**config.mk**
```make
export PLATFORM = sky130hd
export DESIGN_NAME = timestamp_ordered_keyed_table_top
export DESIGN_NICKNAME = d
export VERILOG_FILES = /design/src/rtl/core/tokt_pkg.sv /design/src/rtl/core/tokt_ram.sv /design/src/rtl/core/timestamp_ordered_keyed_table_top.sv
export SDC_FILE = /design/constraint.sdc
export NUM_CORES = 2
export LEC_CHECK = 0
export BUFFER_PORTS_ARGS = -buffer_cell sky130_fd_sc_hd__buf_2
export CORE_AREA = 2 2 506 382
export DETAILED_ROUTE_END_ITERATION = 6
export DIE_AREA = 0 0 508 384
export PLACE_DENSITY = 0.72
export SYNTH_ARGS = -nofsm -noshare
export SYNTH_HDL_FRONTEND = slang
export SYNTH_HIERARCHICAL = 1
export SYNTH_SLANG_ARGS = --single-unit
```
**constraint.sdc**
```tcl
create_clock -name clk -period 19.9 [get_ports clk]
set_clock_uncertainty 0.2 [all_clocks]
set_input_delay 3.98 -clock clk [delete_from_list [all_inputs] [get_ports clk]]
set_output_delay 3.98 -clock clk [all_outputs]
set_load 0.005 [all_outputs]
```
**src/rtl/core/tokt_pkg.sv**
```systemverilog
// Shared types and constants for the timestamp-ordered keyed table.
// Used by tokt_ram's users and by the top level; depends on nothing else.
package tokt_pkg;

  localparam int TOKT_SLOTS = 16;

  // Request kinds carried in the mode field.
  typedef enum logic [1:0] {
    MODE_UPSERT = 2'd0,
    MODE_UPDATE = 2'd1,
    MODE_FIND   = 2'd2,
    MODE_READ   = 2'd3
  } mode_t;

  // One table entry as stored in the entry memory.
  typedef struct packed {
    logic signed [63:0] ts;
    logic [3:0]         state;
    logic [3:0]         source;
    logic [63:0]        key;
  } entry_t;

  localparam int ENTRY_W = $bits(entry_t);

endpackage

```
**src/rtl/core/tokt_ram.sv**
```systemverilog
// Generic single-write, single-read synchronous RAM with registered read data.
// Standalone; no package needed.
module tokt_ram #(
  parameter int WIDTH = 8,
  parameter int DEPTH = 16
) (
  input  logic                     clk,
  input  logic                     we,
  input  logic [$clog2(DEPTH)-1:0] waddr,
  input  logic [WIDTH-1:0]         wdata,
  input  logic [$clog2(DEPTH)-1:0] raddr,
  output logic [WIDTH-1:0]         rdata
);

  logic [WIDTH-1:0] mem [DEPTH];

  // Write port and registered read port.
  always_ff @(posedge clk) begin
    if (we) begin
      mem[waddr] <= wdata;
    end
    rdata <= mem[raddr];
  end

endmodule

```
**src/rtl/core/timestamp_ordered_keyed_table_top.sv**
```systemverilog
// Top level of the timestamp-ordered keyed table: request sequencer and result register.
// Depends on tokt_pkg and tokt_ram.
//
// The table keeps up to SLOTS entries in one memory, newest timestamp first. One request
// is handled at a time. A lookup reads the memory one slot at a time from the front, in
// a look step and a compare step, until the key is found or every entry has been read;
// a miss then passes through a miss step, which for upsert picks its slot. After a hit
// or an upsert miss, upsert and update move the entry toward the front one slot at a
// time, shifting each older entry back one place. Read by index reads its slot directly,
// and each request passes through an idle and a done step entering and leaving. The single
// memory read port is why slots are read one at a time. The result waits in an output
// register, so a new request is taken while the previous result is still unread.
module timestamp_ordered_keyed_table_top
  import tokt_pkg::*;
#(
  parameter int SLOTS = TOKT_SLOTS
) (
  input  logic         clk,
  input  logic         rst,
  // mode[1:0], session_key[65:2], agent_source[69:66], pet_state[73:70],
  // timestamp[137:74], read_index[141:138], zero fill [143:142]
  input  logic [143:0] s_tdata,
  input  logic         s_tvalid,
  output logic         s_tready,
  // found[0], slot_index[4:1], entry_key[68:5], entry_source[72:69],
  // entry_state[76:73], entry_time[140:77], entry_count[145:141], zero fill [151:146]
  output logic [151:0] m_tdata,
  output logic         m_tvalid,
  input  logic         m_tready
);

  localparam int IW = $clog2(SLOTS);
  localparam int CW = $clog2(SLOTS + 1);

  typedef enum logic [2:0] {
    S_IDLE, S_LOOK, S_CMP, S_MISS, S_BRD, S_BCMP, S_RWAIT, S_DONE
  } state_t;

  state_t              state;
  mode_t               mode;
  logic [63:0]         key;
  logic [3:0]          src;
  logic [3:0]          st;
  logic signed [63:0]  ts;
  logic [3:0]          ridx;
  logic [IW-1:0]       idx;
  logic [IW-1:0]       pos;
  logic [CW-1:0]       count;
  entry_t              ent;
  logic                res_found;
  logic                res_show;
  logic [3:0]          res_idx;

  logic                ram_we;
  logic [IW-1:0]       ram_waddr;
  entry_t              ram_wdata;
  logic [IW-1:0]       ram_raddr;
  entry_t              ram_rdata;
  logic                newer;
  logic                rd_ok;
  logic                out_load;

  mode_t               in_mode;
  logic [3:0]          in_ridx;

  assign in_mode  = mode_t'(s_tdata[1:0]);
  assign in_ridx  = s_tdata[141:138];
  assign s_tready = (state == S_IDLE);

  // Read by index is valid only below the count and inside the table.
  assign rd_ok = ((CW + 4)'(in_ridx) < (CW + 4)'(count)) && (32'(in_ridx) < SLOTS);

  assign newer = ent.ts > ram_rdata.ts;

  // The finished result moves into the output register once that register is free.
  assign out_load = (state == S_DONE) && (!m_tvalid || m_tready);

  // Memory read address and write port.
  always_comb begin
    unique case (state)
      S_LOOK:  ram_raddr = idx;
      S_BRD:   ram_raddr = pos - IW'(1);
      default: ram_raddr = IW'(in_ridx);
    endcase
    ram_we    = ((state == S_BRD) && (pos == '0)) || (state == S_BCMP);
    ram_waddr = pos;
    ram_wdata = ((state == S_BCMP) && newer) ? ram_rdata : ent;
  end

  tokt_ram #(
    .WIDTH (ENTRY_W),
    .DEPTH (SLOTS)
  ) u_ram (
    .clk   (clk),
    .we    (ram_we),
    .waddr (ram_waddr),
    .wdata (ram_wdata),
    .raddr (ram_raddr),
    .rdata (ram_rdata)
  );

  // Request sequencer and result register.
  always_ff @(posedge clk) begin
    if (rst) begin
      state    <= S_IDLE;
      count    <= '0;
      m_tvalid <= 1'b0;
    end else begin
      if (out_load) begin
        m_tvalid <= 1'b1;
      end else if (m_tready) begin
        m_tvalid <= 1'b0;
      end
      unique case (state)
        S_IDLE: begin
          if (s_tvalid) begin
            mode <= in_mode;
            key  <= s_tdata[65:2];
            src  <= s_tdata[69:66];
            st   <= s_tdata[73:70];
            ts   <= s_tdata[137:74];
            ridx <= in_ridx;
            idx  <= '0;
            if (in_mode == MODE_READ) begin
              if (rd_ok) begin
                state <= S_RWAIT;
              end else begin
                res_found <= 1'b0;
                res_show  <= 1'b0;
                res_idx   <= in_ridx;
                state     <= S_DONE;
              end
            end else if (count == '0) begin
              state <= S_MISS;
            end else begin
              state <= S_LOOK;
            end
          end
        end
        S_LOOK: begin
          state <= S_CMP;
        end
        S_CMP: begin
          if (ram_rdata.key == key) begin
            pos       <= idx;
            res_found <= 1'b1;
            unique case (mode)
              MODE_UPSERT: begin
                ent   <= '{ts: ts, state: st, source: src, key: key};
                state <= S_BRD;
              end
              MODE_UPDATE: begin
                ent   <= '{ts: ts, state: st, source: ram_rdata.source, key: ram_rdata.key};
                state <= S_BRD;
              end
              default: begin
                ent      <= ram_rdata;
                res_show <= 1'b1;
                res_idx  <= 4'(idx);
                state    <= S_DONE;
              end
            endcase
          end else if (CW'(idx) + CW'(1) == count) begin
            state <= S_MISS;
          end else begin
            idx   <= idx + IW'(1);
            state <= S_LOOK;
          end
        end
        S_MISS: begin
          res_found <= 1'b0;
          if (mode == MODE_UPSERT) begin
            ent <= '{ts: ts, state: st, source: src, key: key};
            if (count < CW'(SLOTS)) begin
              pos   <= IW'(count);
              count <= count + CW'(1);
            end else begin
              pos <= IW'(SLOTS - 1);
            end
            state <= S_BRD;
          end else begin
            res_show <= 1'b0;
            res_idx  <= '0;
            state    <= S_DONE;
          end
        end
        S_BRD: begin
          if (pos == '0) begin
            res_show <= 1'b1;
            res_idx  <= 4'(pos);
            state    <= S_DONE;
          end else begin
            state <= S_BCMP;
          end
        end
        S_BCMP: begin
          if (newer) begin
            pos   <= pos - IW'(1);
            state <= S_BRD;
          end else begin
            res_show <= 1'b1;
            res_idx  <= 4'(pos);
            state    <= S_DONE;
          end
        end
        S_RWAIT: begin
          ent       <= ram_rdata;
          res_found <= 1'b1;
          res_show  <= 1'b1;
          res_idx   <= ridx;
          state     <= S_DONE;
        end
        S_DONE: begin
          if (out_load) begin
            m_tdata  <= {6'd0, 5'(count),
                         res_show ? ent.ts : 64'sd0,
                         res_show ? ent.state : 4'd0,
                         res_show ? ent.source : 4'd0,
                         res_show ? ent.key : 64'd0,
                         res_idx, res_found};
            state    <= S_IDLE;
          end
        end
        default: state <= S_IDLE;
      endcase
    end
  end

  // The count never exceeds the table size.
  a_count_bound: assert property (@(posedge clk) disable iff (rst)
    count <= CW'(SLOTS))
    else $error("entry count above table size");

  // The count never shrinks.
  a_count_mono: assert property (@(posedge clk) disable iff (rst)
    $past(!rst) |-> count >= $past(count))
    else $error("entry count decreased");

  // A shift step moves the entry one slot toward the front.
  a_shift_step: assert property (@(posedge clk) disable iff (rst)
    (state == S_BCMP && newer) |=> pos == $past(pos) - IW'(1))
    else $error("entry did not move forward by one slot");

  // The memory is written only while a request is in progress.
  a_write_busy: assert property (@(posedge clk) disable iff (rst)
    ram_we |-> !s_tready)
    else $error("memory write while idle");

endmodule
```
Word-level counts from Yosys, hierarchy flattened
Memories as Yosys holds them, arrays and structs flattened. A register that Yosys moved wholly into a read port is not among the register bits.
Index checks and enable logic that the tools add are counted.
W data, S select, Z words.
{"block": "word_totals", "register_bits": 447, "mem_bits_rw": 2176, "memories": 1}
{"block": "classes", "eq_ne": 24, "n_addsub": 4, "reduce_logical": 26, "n_mux": 51, "order_cmp": 3, "bitwise_logic": 1}
{"memory": "u_ram.mem", "depth": 16, "word_bits": 136, "read_ports": 1, "rd_ports_with_merged_regs": 1, "wr": 1, "line": "tokt_ram.sv:15", "source": "logic [WIDTH-1:0] mem [DEPTH];"}
{"operator": "$mux W136", "n": 3}
{"operator": "$pmux W136 S3", "n": 1}
{"operator": "$pmux W136 S2", "n": 1}
{"operator": "$eq A64 B64 Y1", "n": 1}
{"operator": "$gt A64 B64 Y1", "n": 1}
{"operator": "$mux W4", "n": 15}
{"operator": "$pmux W3 S8", "n": 1}
{"operator": "$pmux W4 S6", "n": 1}
{"operator": "$ne A2 B2 Y1 const B", "n": 11}
{"operator": "$pmux W4 S2", "n": 2}
{"operator": "$mux W1", "n": 14}
{"operator": "$eq A3 B3 Y1 const B", "n": 4}
{"operator": "$mux W2", "n": 6}
{"operator": "$mux W3", "n": 4}
{"operator": "$pmux W4 S3", "n": 1}
{"operator": "$reduce_and A10 Y1", "n": 1}
{"operator": "$reduce_and A5 Y1", "n": 2}
{"operator": "$reduce_and A3 Y1", "n": 3}
{"operator": "$eq A3 B2 Y1 const B", "n": 2}
{"operator": "$pmux W1 S6", "n": 1}
{"operator": "$reduce_and A6 Y1", "n": 1}
{"operator": "$reduce_bool A3 Y1", "n": 2}
{"operator": "$reduce_bool A6 Y1", "n": 1}
{"operator": "$add A4 B1 Y5 const B", "n": 1}
{"operator": "24 further kinds", "n": 29}

Depth between registers and ports, before layout
{"block": "logic_depth", "word_depth": 5, "ltp_mapped": 15}

Cells and area by module
The synthesis kept the hierarchy.
{"module": "tokt_ram", "seq_area_each_um2": 68065.3, "area_each_um2": 84347.1, "instances": 1, "cells_each": 3548}
{"module": "timestamp_ordered_keyed_table_top", "seq_area_each_um2": 13332.8, "area_each_um2": 21495.6, "instances": 1, "cells_each": 1422}

Least setup slack after synthesis
No wires, ideal clock.
{"block": "synth_path", "path_kind": "register -> register", "startpoint": "reg pos[0]", "endpoint": "mem u_ram/mem[0][0] (netlist name) (enable)", "slack_ns": 7.899, "stages_incl_launch_ff": 8, "setup_ns": 0.798, "required_ns": 18.902, "arrival_ns": 11.003, "path_buffers": 0, "path_cell_list": "edfxtp_1 inv_1 ha_1 nor3b_1 nor2_1 nor3_1 or3b_2 nor3_1"}
{"block": "synth_via", "elab_chain_cells": 5}
{"item": "start: declaration", "line": "timestamp_ordered_keyed_table_top.sv:47", "source": "logic [IW-1:0] pos;"}
{"item": "start signal: assignment", "line": "timestamp_ordered_keyed_table_top.sv:145", "source": "pos <= idx;"}
{"item": "start signal: assignment", "line": "timestamp_ordered_keyed_table_top.sv:175", "source": "pos <= IW'(count);"}
{"item": "start signal: assignment", "line": "timestamp_ordered_keyed_table_top.sv:178", "source": "pos <= IW'(SLOTS - 1);"}
{"item": "$logic_not A4 Y1", "line": "timestamp_ordered_keyed_table_top.sv:85", "source": "ram_we = ((state == S_BRD) && (pos == '0)) || (state == S_BCMP);"}
{"item": "$logic_and A1 B1 Y1", "line": "timestamp_ordered_keyed_table_top.sv:85"}
{"item": "$logic_or A1 B1 Y1", "line": "timestamp_ordered_keyed_table_top.sv:85"}
{"item": "named net ram_we", "line": "timestamp_ordered_keyed_table_top.sv:54", "source": "logic ram_we;"}
{"item": "$mux W1", "line": "tokt_ram.sv:19", "source": "if (we) begin"}
{"item": "$mux W1 (not written as such)", "line": "tokt_ram.sv:20", "source": "mem[waddr] <= wdata;"}
{"item": "end: declaration", "line": "tokt_ram.sv:15"}
The timed path passes the listed nets, and every way through them passes these cells.

Final worst setup path
{"block": "layout_path", "startpoint": "in s_tdata[139]", "endpoint": "reg u_ram.rdata[28] (read register of u_ram.mem)"}
{"block": "layout_via", "elab_chain_cells": 1}
{"item": "start: declaration", "line": "timestamp_ordered_keyed_table_top.sv:22", "source": "input logic [143:0] s_tdata,"}
{"item": "$pmux W4 S2", "line": "timestamp_ordered_keyed_table_top.sv:80", "source": "unique case (state)"}
{"item": "named net ram_raddr[1]", "line": "timestamp_ordered_keyed_table_top.sv:57", "source": "logic [IW-1:0] ram_raddr;"}
{"item": "end: declaration", "line": "tokt_ram.sv:12", "source": "output logic [WIDTH-1:0] rdata"}
The timed path passes the listed nets, and every way through them passes these cells.
A chain may end at the register's enable or synchronous reset.

==> impl_metrics.csv <==
group,metric,value,unit
drt,dr.pass1.iters,6,
floorplan,num_rows,139,
floorplan,die_h,384,um
layout,layout_commonest_cell,"edfxtp_1",
logic_synthesis,synth_warnings,6,
drt,vias,52100,
logic_synthesis,synth_area_leaders,"edfxtp_1 74%, mux4_2 11%, dfxtp_1 2.7%",
setup_path,critPathKind,"in -> reg",
timing,relSlewSlack,17.7,%
global_routing,grt_pass1_vias,51700,
setup_path,crit_path_max_incr_delay,910,ps
timing,final_hold_viol_count,0,
pwr,peakVddDrop,108,uV
timing,period_share,41.0,%
setup_path,worst_setup_path_start_kind,"primary input",
setup_path,ff2ff_path_depth,11,
pwr,power,0.0147,W
logic_synthesis,ys.flop_type,"edfxtp_1",
logic_synthesis,yosysUniqueCellTypes,65,
timing,worstMarginPinSlew,1230,ps
layout,drive_above_1_share,28.6,%
logic_synthesis,synth_edf_count,2614,
pwr,swShare,26.2,%
placement,io_buffers,293,
floorplan,ios,302,
setup_path,crit_top_cell,"buf_4",
logic_synthesis,synth_cells,4970,
drt,viasPerCell,6.41,
global_routing,grt.total_usage,25.8,%
placement,dp_hpwl,135000,um
timing,rsz0062_at_grt,"no",
clock_network,numClockSinks,2759,
timing,slew_violations,0,
setup_path,cp-startpoint,"s_tdata[139]",
min_path,min_path_type,"reg -> reg",
global_routing,grt-ovfl-total,0,
logic_synthesis,netlist_area,106000,sq um
setup_path,path_buf_inv,5,
setup_path,rr_startpoint,"ent[135]",
layout,design_area,119000,sq um
layout,layout_common_cells,"2614 x edfxtp_1, 514 x mux4_2, 293 x buf_2",
setup_path,crit_slowest_cell,"buf_4",
setup_path,rrSetupSlack,12730,ps
clock_network,ctsHoldBuffers,0,
floorplan,dieArea,195000,sq um
outcome,status,"finished clean",
logic_synthesis,ys_ff_latch,2759,
floorplan,fp.dieW,508,um
global_routing,grt_pass1_wl,363000,um
drt,avgRoutedWirePerCell,31.0,um
drt,drc,0,
setup_path,cp_max_fo,67,
timing,tns,0,ps
clock_network,ctsLongestPathBuffers,4,
timing,fmax,123,MHz
setup_path,worstPathRequired,20510,ps
timing,setup_viol,0,
layout,syn_to_final_growth,12.2,%
logic_synthesis,synth_top_area_share,74.2,%
clock_network,clkTransAtPathRegs,60,ps
setup_path,worstPathArrival,8770,ps
timing,fin_crit,8160,ps
drt,wl,252000,um
pwr,clkPwrFrac,34.1,%
setup_path,crit_chain,"buf_2 -> nor2_1 -> a211oi_1 -> a21oi_1 -> a21oi_4 -> buf_4 -> buf_4 -> buf_4 -> nor2b_1 -> buf_4 -> a22oi_1 -> nand2_1",
setup_path,crit_path_end,"u_ram/rdata[28]",
setup_path,critPathTopFamily,"buffers and inverters",
clock_network,htree_levels,5,
clock_network,ctsResizeCount,0,
floorplan,coreArea,190000,sq um
pwr,power.leakage,38.8,nW
setup_path,end_kind,"flop",
drt,drt_first_iter_violations,6584,
clock_network,cts_setup_buffers,0,
pwr,combPwrFrac,18.3,%
setup_path,worst-path-stages,12,
floorplan,start_util,55.6,%
flow_run,cap_violations,0,
logic_synthesis,yosysTopAreaCell,"edfxtp_1",
clock_network,cts_tree,"done",
layout,fin_nets,5616,
logic_synthesis,syn_area_per_cell,21.3,sq um
pwr,seqPwrFrac,47.6,%
pwr,switchingPower,0.00384,W
clock_network,insertion_delay,930,ps
placement,globalplace.congestion,0.820,
drt,ant_nets,0,
clock_network,cts_root_buf,"clkbuf_16",
placement,dpl-instance-area,110000,sq um
logic_synthesis,synthArstFlopShare,0,%
pwr,p_int,0.0108,W
global_routing,grt_max_degree,127,
setup_path,worstReg2RegEnd,"u_ram/mem[4][6]",
logic_synthesis,seq_area_frac_synth,76.9,%
pwr,power_density,124,nW/um^2
global_routing,grt_antenna_before_repair,15,
clock_network,numCtsBuffers,274,
==> power groups by stage <==
stage                     logic [W]  registers, W  clock network [W]
final                       0.00269       0.00699            0.00501
after global routing        0.00289       0.00701            0.00530
after floorplan             0.00197       0.00699                  0
after CTS                   0.00270       0.00699            0.00508
after global placement      0.00263       0.00710                  0
after detailed placement    0.00268       0.00711                  0
==> cells in the mapped netlist, types with 17 or more instances <==
library cell and instances:
a21oi_1 51, a22oi_1 240, and2_1 140, buf_1 31, buf_2 69, buf_6 19, clkbuf_1 104, dfxtp_1 145
edfxtp_1 2614, ha_1 72, inv_1 77, mux2_1 37, mux2_2 190, mux2_4 100, mux2i_1 24, mux4_2 514
nand2_1 143, nand2b_1 19, nand4_1 17, nor2_1 61, nor2b_1 29, nor4_1 21, o21ai_0 21, o221ai_1 23
xor2_1 66
==> stage by stage <==
| stage | setup slack (ps) | hold WS [ps] | std cells | util [%] |
|---|---|---|---|---|
| after floorplan | 7900 | 200 | 4975 | - |
| after global placement | 10780 | 325 | 7658 | 57.9 |
| after detailed placement | 10760 | 330 | 7658 | 57.9 |
| after CTS | 11700 | 345 | 8134 | 62.4 |
| after global routing | 11240 | 341 | 8134 | 62.4 |
| final | 11740 | 343 | 8137 | 62.4 |
==> registers in the layout (all words and copies together) (netlist names), 3 cells and up <==
signal,count
st,4
u_ram/rdata,136
state,3
ent,136
count,5
u_ram/mem,2176
res_idx,4
ts,64
pos,4
src,4
key,64
m_tdata,146
ridx,4
idx,4
==> routing by layer <==
layer  track usage, %  wire (um)  vias up
met5                0         10        -
met4             7.32       7010        2
met3             4.13      23400      442
met2             40.5     120000     2741
met1             38.1     102000    27700
li1                 -          -    21300
==> how the worst min path moves through the flow <==
stage               startpoint          end  slack [ps]  depth (start not counted)
floorplan            res_found   m_tdata[0]         200                          0
global placement       ent[12]  m_tdata[17]         330                          1
detailed placement     ent[12]  m_tdata[17]         330                          1
CTS                    ent[12]  m_tdata[17]         340                          1
global route        res_idx[1]   m_tdata[2]         340                          0
finish              res_idx[1]   m_tdata[2]         340                          0
==> cells by family after synthesis <==
group	after synthesis	synth area share, %
flip-flops	2759	76.9
multiplexers	865	15.0
AND/OR/NAND/NOR	471	2.31
AO/OA/AOI/OAI	401	2.72
buffers and inverters	327	1.60
XOR/XNOR	74	0.612
adder cells (fa/ha/maj)	72	0.851
other	1	0.00354
==> layout make-up <==
class	instances	area [sq um]
Timing Repair Buffer	395	2320
Clock inverter	105	1010
Clock buffer	371	7590
Antenna cell	3	7.51
Sequential cell	2759	81400
Fill cell	12700	71700
Multi-Input combinational cell	1889	23000
Inverter	77	289
Tap cell	2538	3180
No activity file was read; power rests on OpenSTA's default activity.
